[src/rtl/gppl_pkg.sv]
// ----------------------------------------------------------------------------
// gppl_pkg - grid peak pixel locator shared definitions
// Register codes, field widths, reset values and mapping constants.
// ----------------------------------------------------------------------------
package gppl_pkg;

	localparam int CFG_IDX_W  = 3;
	localparam int CFG_DATA_W = 10;

	localparam logic [CFG_IDX_W-1:0] CFG_FRAME_WIDTH     = 3'd0;
	localparam logic [CFG_IDX_W-1:0] CFG_FRAME_HEIGHT    = 3'd1;
	localparam logic [CFG_IDX_W-1:0] CFG_EDGE_MARGIN     = 3'd2;
	localparam logic [CFG_IDX_W-1:0] CFG_LEVEL_THRESHOLD = 3'd3;
	localparam logic [CFG_IDX_W-1:0] CFG_GRID_STEP       = 3'd4;

	localparam int DIM_W    = 10;
	localparam int MARGIN_W = 9;
	localparam int THR_W    = 8;
	localparam int STEP_W   = 6;

	localparam logic [DIM_W-1:0]    RST_FRAME_WIDTH  = 10'd640;
	localparam logic [DIM_W-1:0]    RST_FRAME_HEIGHT = 10'd480;
	localparam logic [MARGIN_W-1:0] RST_EDGE_MARGIN  = 9'd40;
	localparam logic [THR_W-1:0]    RST_THRESHOLD    = 8'd20;
	localparam logic [STEP_W-1:0]   RST_GRID_STEP    = 6'd5;

	localparam int SCREEN_X_W = 16;
	localparam int SCREEN_Y_W = 15;

	// screen_x = 4096*(3x+2)/443, screen_y = -(256*(27y-90)/260) = -(64*(27y-90)/65)
	localparam int DIV_X    = 443;
	localparam int DIV_Y    = 65;
	localparam int Y_OFFSET = 90;
	localparam int Y_SCALE  = 27;

	localparam int SX_MAX = 32767;
	localparam int SY_MAX = 16383;
	localparam int SY_MIN_MAG = 16384;

	localparam int QUEUE_DEPTH = 4;

	typedef struct packed {
		logic full;
		logic empty;
	} qstat_t;

endpackage

[src/rtl/gppl_front.sv]
// ----------------------------------------------------------------------------
// gppl_front - pixel intake and peak search
// Holds the registers, tracks raster position and grid phase, keeps the
// running peak and queues one record per completed frame.
// ----------------------------------------------------------------------------
module gppl_front #(
	parameter int COORD_BITS = 10,
	parameter int PIXEL_BITS = 8
) (
	input  logic                                clk,
	input  logic                                arst_n,
	input  logic                                cfg_valid,
	output logic                                cfg_ready,
	input  logic [gppl_pkg::CFG_IDX_W-1:0]      cfg_index,
	input  logic [gppl_pkg::CFG_DATA_W-1:0]     cfg_data,
	input  logic                                push,
	output logic                                full,
	input  logic [PIXEL_BITS-1:0]               pixel,
	input  logic                                frame_start,
	input  gppl_pkg::qstat_t                    qstat,
	output logic                                enq,
	output logic [2*COORD_BITS+PIXEL_BITS:0]    enq_data
);
	import gppl_pkg::*;

	localparam int XW = ((COORD_BITS > DIM_W) ? COORD_BITS : DIM_W) + 1;
	localparam int TW = (PIXEL_BITS > THR_W) ? PIXEL_BITS : THR_W;
	localparam int BW = $clog2(COORD_BITS);

	logic [DIM_W-1:0]      fw_q, fh_q;
	logic [MARGIN_W-1:0]   mg_q;
	logic [THR_W-1:0]      thr_q;
	logic [STEP_W-1:0]     step_q;

	logic [COORD_BITS-1:0] col_q, row_q, bx_q, by_q;
	logic [STEP_W-1:0]     xm_q, ym_q;
	logic [PIXEL_BITS-1:0] best_q;
	logic                  have_q;

	logic                  busy_q;
	logic [BW-1:0]         cnt_q;
	logic [STEP_W-1:0]     rx_q, ry_q;

	logic [STEP_W-1:0]     step_e, xm_e, ym_e, xm_n, ym_n, rx_n, ry_n;
	logic [STEP_W:0]       xm_inc, ym_inc, rx_sh, ry_sh;
	logic [DIM_W-1:0]      w_e, h_e;
	logic [COORD_BITS-1:0] x_e, y_e, bx_n, by_n;
	logic [PIXEL_BITS-1:0] best_e, best_n;
	logic                  have_e, have_n;
	logic [XW-1:0]         xx, yy, mm, ww, hh;
	logic                  in_x, in_y, hit, line_end, frame_end, accept, cfg_wr;

	assign cfg_ready = 1'b1;
	assign cfg_wr    = cfg_valid && cfg_ready;
	assign full      = qstat.full || busy_q || (cfg_wr && cfg_index == CFG_GRID_STEP);
	assign accept    = push && !full;

	always_comb begin
		step_e = (step_q == '0) ? STEP_W'(1) : step_q;
		w_e    = (fw_q == '0) ? DIM_W'(1) : fw_q;
		h_e    = (fh_q == '0) ? DIM_W'(1) : fh_q;
		x_e    = frame_start ? '0 : col_q;
		y_e    = frame_start ? '0 : row_q;
		xm_e   = frame_start ? '0 : xm_q;
		ym_e   = frame_start ? '0 : ym_q;
		have_e = frame_start ? 1'b0 : have_q;
		best_e = frame_start ? '0 : best_q;

		xx = XW'(x_e);
		yy = XW'(y_e);
		mm = XW'(mg_q);
		ww = XW'(w_e);
		hh = XW'(h_e);

		in_x = (xm_e == '0) && (xx >= mm) && (xx + mm <= ww);
		in_y = (ym_e == '0) && (yy >= mm) && (yy + mm <= hh);
		hit  = in_x && in_y && (TW'(pixel) > TW'(thr_q)) && (!have_e || pixel > best_e);

		have_n = have_e || hit;
		best_n = hit ? pixel : best_e;
		bx_n   = hit ? x_e : (frame_start ? '0 : bx_q);
		by_n   = hit ? y_e : (frame_start ? '0 : by_q);

		line_end  = (xx + XW'(1) >= ww) || (x_e == {COORD_BITS{1'b1}});
		frame_end = line_end && ((yy + XW'(1) >= hh) || (y_e == {COORD_BITS{1'b1}}));

		xm_inc = (STEP_W+1)'(xm_e) + (STEP_W+1)'(1);
		ym_inc = (STEP_W+1)'(ym_e) + (STEP_W+1)'(1);
		xm_n   = (xm_inc >= (STEP_W+1)'(step_e)) ? '0 : xm_inc[STEP_W-1:0];
		ym_n   = (ym_inc >= (STEP_W+1)'(step_e)) ? '0 : ym_inc[STEP_W-1:0];

		// restoring remainder, one bit of each counter per cycle
		rx_sh = {rx_q, col_q[cnt_q]};
		ry_sh = {ry_q, row_q[cnt_q]};
		rx_n  = (rx_sh >= (STEP_W+1)'(step_e)) ?
			STEP_W'(rx_sh - (STEP_W+1)'(step_e)) : rx_sh[STEP_W-1:0];
		ry_n  = (ry_sh >= (STEP_W+1)'(step_e)) ?
			STEP_W'(ry_sh - (STEP_W+1)'(step_e)) : ry_sh[STEP_W-1:0];

		enq      = accept && frame_end;
		enq_data = {have_n, bx_n, by_n, best_n};
	end

	always_ff @(posedge clk or negedge arst_n) begin
		if (!arst_n) begin
			fw_q   <= RST_FRAME_WIDTH;
			fh_q   <= RST_FRAME_HEIGHT;
			mg_q   <= RST_EDGE_MARGIN;
			thr_q  <= RST_THRESHOLD;
			step_q <= RST_GRID_STEP;
		end else if (cfg_wr) begin
			case (cfg_index)
				CFG_FRAME_WIDTH:     fw_q   <= cfg_data[DIM_W-1:0];
				CFG_FRAME_HEIGHT:    fh_q   <= cfg_data[DIM_W-1:0];
				CFG_EDGE_MARGIN:     mg_q   <= cfg_data[MARGIN_W-1:0];
				CFG_LEVEL_THRESHOLD: thr_q  <= cfg_data[THR_W-1:0];
				CFG_GRID_STEP:       step_q <= cfg_data[STEP_W-1:0];
				default: ;
			endcase
		end
	end

	always_ff @(posedge clk or negedge arst_n) begin
		if (!arst_n) begin
			col_q  <= '0;
			row_q  <= '0;
			xm_q   <= '0;
			ym_q   <= '0;
			best_q <= '0;
			bx_q   <= '0;
			by_q   <= '0;
			have_q <= 1'b0;
			busy_q <= 1'b0;
			cnt_q  <= '0;
			rx_q   <= '0;
			ry_q   <= '0;
		end else if (cfg_wr && cfg_index == CFG_GRID_STEP) begin
			busy_q <= 1'b1;
			cnt_q  <= BW'(COORD_BITS-1);
			rx_q   <= '0;
			ry_q   <= '0;
		end else if (busy_q) begin
			if (cnt_q == '0) begin
				busy_q <= 1'b0;
				xm_q   <= rx_n;
				ym_q   <= ry_n;
			end else begin
				cnt_q <= cnt_q - BW'(1);
				rx_q  <= rx_n;
				ry_q  <= ry_n;
			end
		end else if (accept) begin
			if (frame_end) begin
				col_q  <= '0;
				row_q  <= '0;
				xm_q   <= '0;
				ym_q   <= '0;
				best_q <= '0;
				bx_q   <= '0;
				by_q   <= '0;
				have_q <= 1'b0;
			end else begin
				best_q <= best_n;
				bx_q   <= bx_n;
				by_q   <= by_n;
				have_q <= have_n;
				if (line_end) begin
					col_q <= '0;
					xm_q  <= '0;
					row_q <= y_e + COORD_BITS'(1);
					ym_q  <= ym_n;
				end else begin
					col_q <= x_e + COORD_BITS'(1);
					xm_q  <= xm_n;
					row_q <= y_e;
					ym_q  <= ym_e;
				end
			end
		end
	end

endmodule

[src/rtl/gppl_queue.sv]
// ----------------------------------------------------------------------------
// gppl_queue - frame record queue
// Short register queue between the peak search and the coordinate mapper.
// ----------------------------------------------------------------------------
module gppl_queue #(
	parameter int WIDTH = 29,
	parameter int DEPTH = 4
) (
	input  logic             clk,
	input  logic             arst_n,
	input  logic             wr_en,
	input  logic [WIDTH-1:0] wr_data,
	input  logic             rd_en,
	output logic [WIDTH-1:0] rd_data,
	output gppl_pkg::qstat_t qstat
);
	import gppl_pkg::*;

	localparam int AW = (DEPTH > 1) ? $clog2(DEPTH) : 1;
	localparam int CW = $clog2(DEPTH + 1);

	logic [WIDTH-1:0] mem_q [DEPTH];
	logic [AW-1:0]    wp_q, rp_q;
	logic [CW-1:0]    cnt_q;
	logic             do_wr, do_rd;

	assign qstat.full  = (cnt_q == CW'(DEPTH));
	assign qstat.empty = (cnt_q == '0);
	assign do_wr       = wr_en && !qstat.full;
	assign do_rd       = rd_en && !qstat.empty;
	assign rd_data     = mem_q[rp_q];

	always_ff @(posedge clk) begin
		if (do_wr) begin
			mem_q[wp_q] <= wr_data;
		end
	end

	always_ff @(posedge clk or negedge arst_n) begin
		if (!arst_n) begin
			wp_q  <= '0;
			rp_q  <= '0;
			cnt_q <= '0;
		end else begin
			if (do_wr) begin
				wp_q <= (wp_q == AW'(DEPTH-1)) ? '0 : wp_q + AW'(1);
			end
			if (do_rd) begin
				rp_q <= (rp_q == AW'(DEPTH-1)) ? '0 : rp_q + AW'(1);
			end
			cnt_q <= cnt_q + CW'(do_wr) - CW'(do_rd);
		end
	end

endmodule

[src/rtl/gppl_back.sv]
// ----------------------------------------------------------------------------
// gppl_back - screen coordinate mapper
// Four-stage pipeline: numerators, reciprocal products, back products, and
// quotient correction with clamping into the result register.
// ----------------------------------------------------------------------------
module gppl_back #(
	parameter int COORD_BITS = 10,
	parameter int PIXEL_BITS = 8
) (
	input  logic                                    clk,
	input  logic                                    arst_n,
	input  gppl_pkg::qstat_t                        qstat,
	input  logic [2*COORD_BITS+PIXEL_BITS:0]        rec,
	output logic                                    deq,
	output logic                                    empty,
	input  logic                                    pop,
	output logic                                    found,
	output logic [COORD_BITS-1:0]                   peak_x,
	output logic [COORD_BITS-1:0]                   peak_y,
	output logic [PIXEL_BITS-1:0]                   peak_level,
	output logic signed [gppl_pkg::SCREEN_X_W-1:0]  screen_x,
	output logic signed [gppl_pkg::SCREEN_Y_W-1:0]  screen_y
);
	import gppl_pkg::*;

	localparam int C   = COORD_BITS;
	localparam int P   = PIXEL_BITS;
	localparam int NXW = C + 14;
	localparam int RXW = NXW - 8;
	localparam int NYW = C + 11;
	localparam int RYW = NYW - 6;
	localparam int TYW = C + 5;
	localparam int XEW = (RXW + 1 > SCREEN_X_W) ? RXW + 1 : SCREEN_X_W;
	localparam int YEW = (RYW + 1 > SCREEN_Y_W) ? RYW + 1 : SCREEN_Y_W;
	localparam longint RX_L = (longint'(1) << NXW) / DIV_X;
	localparam longint RY_L = (longint'(1) << NYW) / DIV_Y;
	localparam logic [RXW-1:0] RX = RXW'(RX_L);
	localparam logic [RYW-1:0] RY = RYW'(RY_L);

	logic                v_s1, v_s2, v_s3, v_q;
	logic                adv1, adv2, adv3, adv_o;

	logic                found_s1, found_s2, found_s3, found_q;
	logic [C-1:0]        px_s1, px_s2, px_s3, py_s1, py_s2, py_s3, peak_x_q, peak_y_q;
	logic [P-1:0]        lv_s1, lv_s2, lv_s3, peak_level_q;
	logic [NXW-1:0]      nx_s1, nx_s2, nx_s3, qdx_s3;
	logic [NYW-1:0]      ny_s1, ny_s2, ny_s3, qdy_s3;
	logic                yn_s1, yn_s2, yn_s3;
	logic [NXW+RXW-1:0]  prx_s2;
	logic [NYW+RYW-1:0]  pry_s2;
	logic [RXW-1:0]      qx_s3;
	logic [RYW-1:0]      qy_s3;
	logic signed [SCREEN_X_W-1:0] screen_x_q;
	logic signed [SCREEN_Y_W-1:0] screen_y_q;

	logic                rf;
	logic [C-1:0]        rpx, rpy;
	logic [P-1:0]        rlv;
	logic [TYW-1:0]      t27, mag;
	logic                yneg;
	logic [NXW-1:0]      nx_c, remx;
	logic [NYW-1:0]      ny_c, remy;
	logic [RXW-1:0]      qx_c;
	logic [RYW-1:0]      qy_c;
	logic [XEW-1:0]      qxf;
	logic [YEW-1:0]      qyf;
	logic [SCREEN_X_W-1:0] sx_c;
	logic [SCREEN_Y_W-1:0] sy_c;

	assign adv_o = !v_q || pop;
	assign adv3  = !v_s3 || adv_o;
	assign adv2  = !v_s2 || adv3;
	assign adv1  = !v_s1 || adv2;
	assign deq   = adv1 && !qstat.empty;
	assign empty = !v_q;

	assign found      = found_q;
	assign peak_x     = peak_x_q;
	assign peak_y     = peak_y_q;
	assign peak_level = peak_level_q;
	assign screen_x   = screen_x_q;
	assign screen_y   = screen_y_q;

	always_comb begin
		{rf, rpx, rpy, rlv} = rec;
		nx_c = (NXW'(rpx) * NXW'(3) + NXW'(2)) << 12;
		t27  = TYW'(rpy) * TYW'(Y_SCALE);
		yneg = t27 < TYW'(Y_OFFSET);
		mag  = yneg ? TYW'(Y_OFFSET) - t27 : t27 - TYW'(Y_OFFSET);
		ny_c = NYW'(mag) << 6;

		qx_c = prx_s2[NXW+RXW-1:NXW];
		qy_c = pry_s2[NYW+RYW-1:NYW];

		remx = nx_s3 - qdx_s3;
		remy = ny_s3 - qdy_s3;
		qxf  = XEW'(qx_s3) + XEW'(remx >= NXW'(DIV_X));
		qyf  = YEW'(qy_s3) + YEW'(remy >= NYW'(DIV_Y));
		sx_c = (qxf > XEW'(SX_MAX)) ? SCREEN_X_W'(SX_MAX) : qxf[SCREEN_X_W-1:0];
		if (yn_s3) begin
			sy_c = (qyf > YEW'(SY_MAX)) ? SCREEN_Y_W'(SY_MAX) : qyf[SCREEN_Y_W-1:0];
		end else begin
			sy_c = (qyf > YEW'(SY_MIN_MAG)) ? SCREEN_Y_W'(YEW'(0) - YEW'(SY_MIN_MAG)) :
				SCREEN_Y_W'(YEW'(0) - qyf);
		end
	end

	always_ff @(posedge clk or negedge arst_n) begin
		if (!arst_n) begin
			v_s1 <= 1'b0;
			v_s2 <= 1'b0;
			v_s3 <= 1'b0;
			v_q  <= 1'b0;
		end else begin
			if (adv1) v_s1 <= !qstat.empty;
			if (adv2) v_s2 <= v_s1;
			if (adv3) v_s3 <= v_s2;
			if (adv_o) v_q <= v_s3;
		end
	end

	always_ff @(posedge clk) begin
		if (adv1) begin
			found_s1 <= rf;
			px_s1    <= rpx;
			py_s1    <= rpy;
			lv_s1    <= rlv;
			nx_s1    <= nx_c;
			ny_s1    <= ny_c;
			yn_s1    <= yneg;
		end
		if (adv2) begin
			found_s2 <= found_s1;
			px_s2    <= px_s1;
			py_s2    <= py_s1;
			lv_s2    <= lv_s1;
			nx_s2    <= nx_s1;
			ny_s2    <= ny_s1;
			yn_s2    <= yn_s1;
			prx_s2   <= (NXW+RXW)'(nx_s1) * (NXW+RXW)'(RX);
			pry_s2   <= (NYW+RYW)'(ny_s1) * (NYW+RYW)'(RY);
		end
		if (adv3) begin
			found_s3 <= found_s2;
			px_s3    <= px_s2;
			py_s3    <= py_s2;
			lv_s3    <= lv_s2;
			nx_s3    <= nx_s2;
			ny_s3    <= ny_s2;
			yn_s3    <= yn_s2;
			qx_s3    <= qx_c;
			qy_s3    <= qy_c;
			qdx_s3   <= NXW'(qx_c) * NXW'(DIV_X);
			qdy_s3   <= NYW'(qy_c) * NYW'(DIV_Y);
		end
		if (adv_o) begin
			found_q      <= found_s3;
			peak_x_q     <= found_s3 ? px_s3 : '0;
			peak_y_q     <= found_s3 ? py_s3 : '0;
			peak_level_q <= found_s3 ? lv_s3 : '0;
			screen_x_q   <= found_s3 ? sx_c : '0;
			screen_y_q   <= found_s3 ? sy_c : '0;
		end
	end

`ifndef NO_ASSERTIONS
	a_none_zero: assert property (@(posedge clk) disable iff (!arst_n)
		(v_q && !found_q) |-> (peak_x_q == '0 && peak_y_q == '0 &&
			screen_x_q == '0 && screen_y_q == '0))
		else $error("empty frame result carries nonzero fields");

	a_sx_sign: assert property (@(posedge clk) disable iff (!arst_n)
		v_q |-> !screen_x_q[SCREEN_X_W-1])
		else $error("screen_x went negative");

	a_sy_sign: assert property (@(posedge clk) disable iff (!arst_n)
		(v_q && found_q && peak_y_q > C'(3)) |-> screen_y_q[SCREEN_Y_W-1])
		else $error("screen_y sign wrong for lower rows");

	a_stall_hold: assert property (@(posedge clk) disable iff (!arst_n)
		(v_s3 && !adv3) |=> (v_s3 && $stable(qx_s3) && $stable(qy_s3)))
		else $error("stalled mapper stage lost its request");
`endif

endmodule

[src/rtl/grid_peak_pixel_locator.sv]
// ----------------------------------------------------------------------------
// grid_peak_pixel_locator - grid-sampled frame peak finder
// Finds the largest sampled pixel above threshold in each raster frame and
// reports its position and its mapped screen coordinates.
// ----------------------------------------------------------------------------
// channel   signals                                   accepted when
// pixels    push full pixel frame_start               push && !full
// results   empty pop found peak_* screen_x screen_y  pop && !empty
// config    cfg_valid cfg_ready cfg_index cfg_data    cfg_valid && cfg_ready
//
// One pixel per cycle while full is low; the search is a compare and counter update per pixel.
// A frame result passes the record queue and then the mapper's 4 stages before it shows.
// full rises when the record queue fills, and during a grid_step write and
// after it while the grid phase is recomputed bit by bit.
// Reset restores the register defaults and starts at column 0, row 0.
// ----------------------------------------------------------------------------
module grid_peak_pixel_locator #(
	parameter int COORD_BITS = 10,
	parameter int PIXEL_BITS = 8
) (
	input  logic                                    clk,
	input  logic                                    arst_n,
	input  logic                                    cfg_valid,
	output logic                                    cfg_ready,
	input  logic [gppl_pkg::CFG_IDX_W-1:0]          cfg_index,
	input  logic [gppl_pkg::CFG_DATA_W-1:0]         cfg_data,
	input  logic                                    push,
	output logic                                    full,
	input  logic [PIXEL_BITS-1:0]                   pixel,
	input  logic                                    frame_start,
	output logic                                    empty,
	input  logic                                    pop,
	output logic                                    found,
	output logic [COORD_BITS-1:0]                   peak_x,
	output logic [COORD_BITS-1:0]                   peak_y,
	output logic [PIXEL_BITS-1:0]                   peak_level,
	output logic signed [gppl_pkg::SCREEN_X_W-1:0]  screen_x,
	output logic signed [gppl_pkg::SCREEN_Y_W-1:0]  screen_y
);
	import gppl_pkg::*;

	localparam int REC_W = 2*COORD_BITS + PIXEL_BITS + 1;

	qstat_t           qstat;
	logic             enq, deq;
	logic [REC_W-1:0] enq_data, rec;

	gppl_front #(
		.COORD_BITS (COORD_BITS),
		.PIXEL_BITS (PIXEL_BITS)
	) u_front (
		.clk         (clk),
		.arst_n      (arst_n),
		.cfg_valid   (cfg_valid),
		.cfg_ready   (cfg_ready),
		.cfg_index   (cfg_index),
		.cfg_data    (cfg_data),
		.push        (push),
		.full        (full),
		.pixel       (pixel),
		.frame_start (frame_start),
		.qstat       (qstat),
		.enq         (enq),
		.enq_data    (enq_data)
	);

	gppl_queue #(
		.WIDTH (REC_W),
		.DEPTH (QUEUE_DEPTH)
	) u_queue (
		.clk     (clk),
		.arst_n  (arst_n),
		.wr_en   (enq),
		.wr_data (enq_data),
		.rd_en   (deq),
		.rd_data (rec),
		.qstat   (qstat)
	);

	gppl_back #(
		.COORD_BITS (COORD_BITS),
		.PIXEL_BITS (PIXEL_BITS)
	) u_back (
		.clk        (clk),
		.arst_n     (arst_n),
		.qstat      (qstat),
		.rec        (rec),
		.deq        (deq),
		.empty      (empty),
		.pop        (pop),
		.found      (found),
		.peak_x     (peak_x),
		.peak_y     (peak_y),
		.peak_level (peak_level),
		.screen_x   (screen_x),
		.screen_y   (screen_y)
	);

endmodule

[config.mk]
export PLATFORM = sky130hd
export DESIGN_NAME = grid_peak_pixel_locator
export DESIGN_NICKNAME = d
export VERILOG_FILES = /design/src/rtl/gppl_pkg.sv /design/src/rtl/gppl_front.sv /design/src/rtl/gppl_queue.sv /design/src/rtl/gppl_back.sv /design/src/rtl/grid_peak_pixel_locator.sv
export SDC_FILE = /design/constraint.sdc
export NUM_CORES = 2
export LEC_CHECK = 0
export BUFFER_PORTS_ARGS = -buffer_cell sky130_fd_sc_hd__buf_2
export CORE_MARGIN = 5
export CORE_UTILIZATION = 50
export DETAILED_ROUTE_END_ITERATION = 12
export HOLD_SLACK_MARGIN = 0.12
export PLACE_DENSITY = 0.66
export SLEW_MARGIN = 20
export SYNTH_ARGS = -nofsm -noshare
export SYNTH_HDL_FRONTEND = slang
export SYNTH_SLANG_ARGS = --single-unit
[constraint.sdc]
create_clock -name clk -period 9.5 [get_ports clk]
set_input_delay 0.475 -clock clk [delete_from_list [all_inputs] [get_ports clk]]
set_output_delay 0.475 -clock clk [all_outputs]
set_load 0.01 [all_outputs]
==> flow_summary.yaml <==
yosys:
  synth_edf_count: 441
  synth_top_area_cell: "edfxtp_1"
  synthAdderAreaFrac_pct: 25.5
  synth_nets: 4005
  synth_top_family_by_area: "adder cells"
  synth_commonest_cells: "ha_1, edfxtp_1, inv_1"
  syn_area_mm2: 0.0386
  synth.mux.area_fraction_pct: 3.63
  ys_warn_count: 0
  synthArstFlopShare_pct: 23.0
  synth-seq-area-share_pct: 43.0
  synthSimpleGateAreaFrac_pct: 9.14
  synth.most_common_cell: "ha_1"
  synth_compound_area_share_pct: 9.71
  postSynthAreaPerCell_um2: 11.6
  synthCells: 3312
  synthFlopType: "edfxtp_1"
  ys_top_cells_by_area: "edfxtp_1, ha_1, fa_1, dfrtp_1, inv_1"
  synth_seq_cells: 573
  synth.distinct_cells: 89
  synth-xor-area-share_pct: 3.93
  synth_top_area_share_pct: 34.3
timing:
  tightest_slew_ps: 1010
  setup_violations: 0
  final.min_clock_period_ps: 6180
  fin_worst_skew_ps: 48.0
  fmax_ghz: 0.162
  maxSlewHeadroom_pct: 32.4
  layout_setup_ws_ps: 3320
  fin_setup_tns_ps: 0
  fin_crit_sh_pct: 65.1
  hold_viol: 0
  rsz0062_at_grt: "no"
  final_max_slew_viol_count: 0
cells_and_area:
  fin_cells: 4504
  antenna_cells: 0
  fin_nets: 4114
  fin_area_mm2: 0.0425
  drive_gt1_share_pct: 8.81
  area_growth_pct: 10.2
hold_path:
  hold_path_class: "input pin to register"
global_routing:
  grt_max_degree: 71
  grt_pass1_vias: 24500
  track_usage_pct: 19.2
  grt_pass1_wl_um: 129000
  grt_remaining_overflow: 0
  grt_antenna_before_repair: 0
placement:
  dpl_cell_area_mm2: 0.0402
  gp_congestion: 0.893
  placedCellCount: 4381
  hpwl_um: 59800
  io_buffers: 88
  pre_cts_ws_ps: 3060
clock_network:
  cts_tree: "built"
  path_clk_slew_ps: 60
  worst_skew_pair.late_latency_ps: 660
  htree_num_levels: 2
  cts-root-buf: "clkbuf_16"
  numCtsBuffers: 61
  cts_buffer_depth: 3
  clock_sink_count: 573
floorplan:
  start_util_pct: 50.6
  rows: 101
  dieArea_mm2: 0.0828
  num_io_pins: 90
  die_y_um: 288
  die_w_um: 288
  core_mm2: 0.0762
routing:
  drc_errors: 0
  vias: 24200
  antenna_left: 0
  dr.first_iter.drc_count: 1293
  post_drt_wl_per_cell_um: 17.3
  viasPerCell: 5.37
  first_pass_iters: 5
  finalWirelength_um: 78000
worst_setup_path:
  cp-start-kind: "register"
  end_kind: "register"
  worstSetupPathType: "register to register"
  worst-path-max-fanout: 14
  arrival_ps: 6570
  required_ps: 9890
outcome:
  status: "finished, final reports clean"
flow_run:
  cap_viol_max_count: 0
==> timing repair <==
| item | CTS | global route |
|---|---|---|
| gates resized for setup | 0 | 0 |
| hold buffers | 7 | 0 |
| endpoints found under the hold margin | 68 | 0 |
| setup buffers | 0 | 0 |
==> layout by cell type, fill, tap and decap left out, types with 62 or more instances in the layout <==
cell type / instances
a21oi_1: 137
nand3_1: 62
xor2_1: 68
fa_1: 202
inv_1: 439
dfrtp_1: 119
clkbuf_16: 62
xnor2_1: 105
ha_1: 464
buf_2: 87
nand2_1: 180
o21ai_0: 116
nor2_1: 173
edfxtp_1: 441
==> path summary, 6_finish.rpt <==
kind | cells after the start | to | start | slack (ps)
worst min-delay path | 3 | u_front.step_q[2] | cfg_data[2] | 170
max in group asynchronous | 3 | u_front.col_q[3] | arst_n | 7790
worst max-delay path | 20 | u_back.screen_y[6] | u_back.qy_s3[3] | 3320
worst min register to register | 0 | u_back.px_s3[3] | u_back.px_s2[3] | 380
worst max register to register | 20 | u_back.screen_y[6] | u_back.qy_s3[3] | 3320
min in group asynchronous | 2 | u_front.rx_q[2] | arst_n | 400
==> routing by layer <==
metal	share of wire (%)	track usage, %	up-vias
li1	-	-	11900
met1	46	26.6	11700
met2	48	32.1	425
met3	4.1	2.51	117
met4	2.6	5.03	0
met5	0	0	-
==> worst max-delay path, stage by stage, from the launching register on <==
cell and delay (ps):
edfxtp_1 540, nor4_2 520, and3_1 240, o22ai_1 110
o21bai_1 230, a21bo_1 180, a21boi_1 100, o31ai_1 310
mux2i_1 210, or4_1 170, ha_1 250, ha_1 290
nand3_2 170, nor3_4 250, and3_1 330, nand2_1 100
or3_1 320, mux2_2 410, a21boi_1 860, o21ai_1 170
and2_1 190
==> layout make-up <==
type,instances,area (um^2)
Fill cell,6376,33700
Clock buffer,71,1620
Tap cell,1030,1290
Clock inverter,45,604
Multi-Input combinational cell,2228,20100
Timing Repair Buffer,115,667
Inverter,442,1660
Sequential cell,573,16600
==> flip-flops by register name, indices dropped and copies added, names as in the netlist, 15 cells and up <==
signal / count
u_queue.mem_q: 116
u_back.qx_s3: 16
u_back.pry_s2: 15
u_back.qdy_s3: 15
u_back.qy_s3: 15
u_back.screen_y: 15
u_back.screen_x: 16
u_back.prx_s2: 16
u_back.qdx_s3: 23
==> stage by stage <==
step	hold slack [ps]	utilization, %
3_5_place_dp	405	52.7
4_1_cts	133	55.7
3_3_place_gp	402	52.7
2_1_floorplan	179	-
5_1_grt	169	55.7
6_report	169	55.7
==> cell families (layout without fill, tap and decap cells) <==
group | count (synthesis) | after routing
multiplexers | 96 | 96
AND/OR/NAND/NOR | 710 | 710
XOR/XNOR | 173 | 173
AO/OA/AOI/OAI | 581 | 581
other | 2 | 2
buffers and inverters | 511 | 673
flip-flops | 573 | 573
adder cells (fa/ha/maj) | 666 | 666
Power is left out: the tool's default activity adds up to more than one toggle a clock period on the data nets, which glitch-free logic cannot reach.
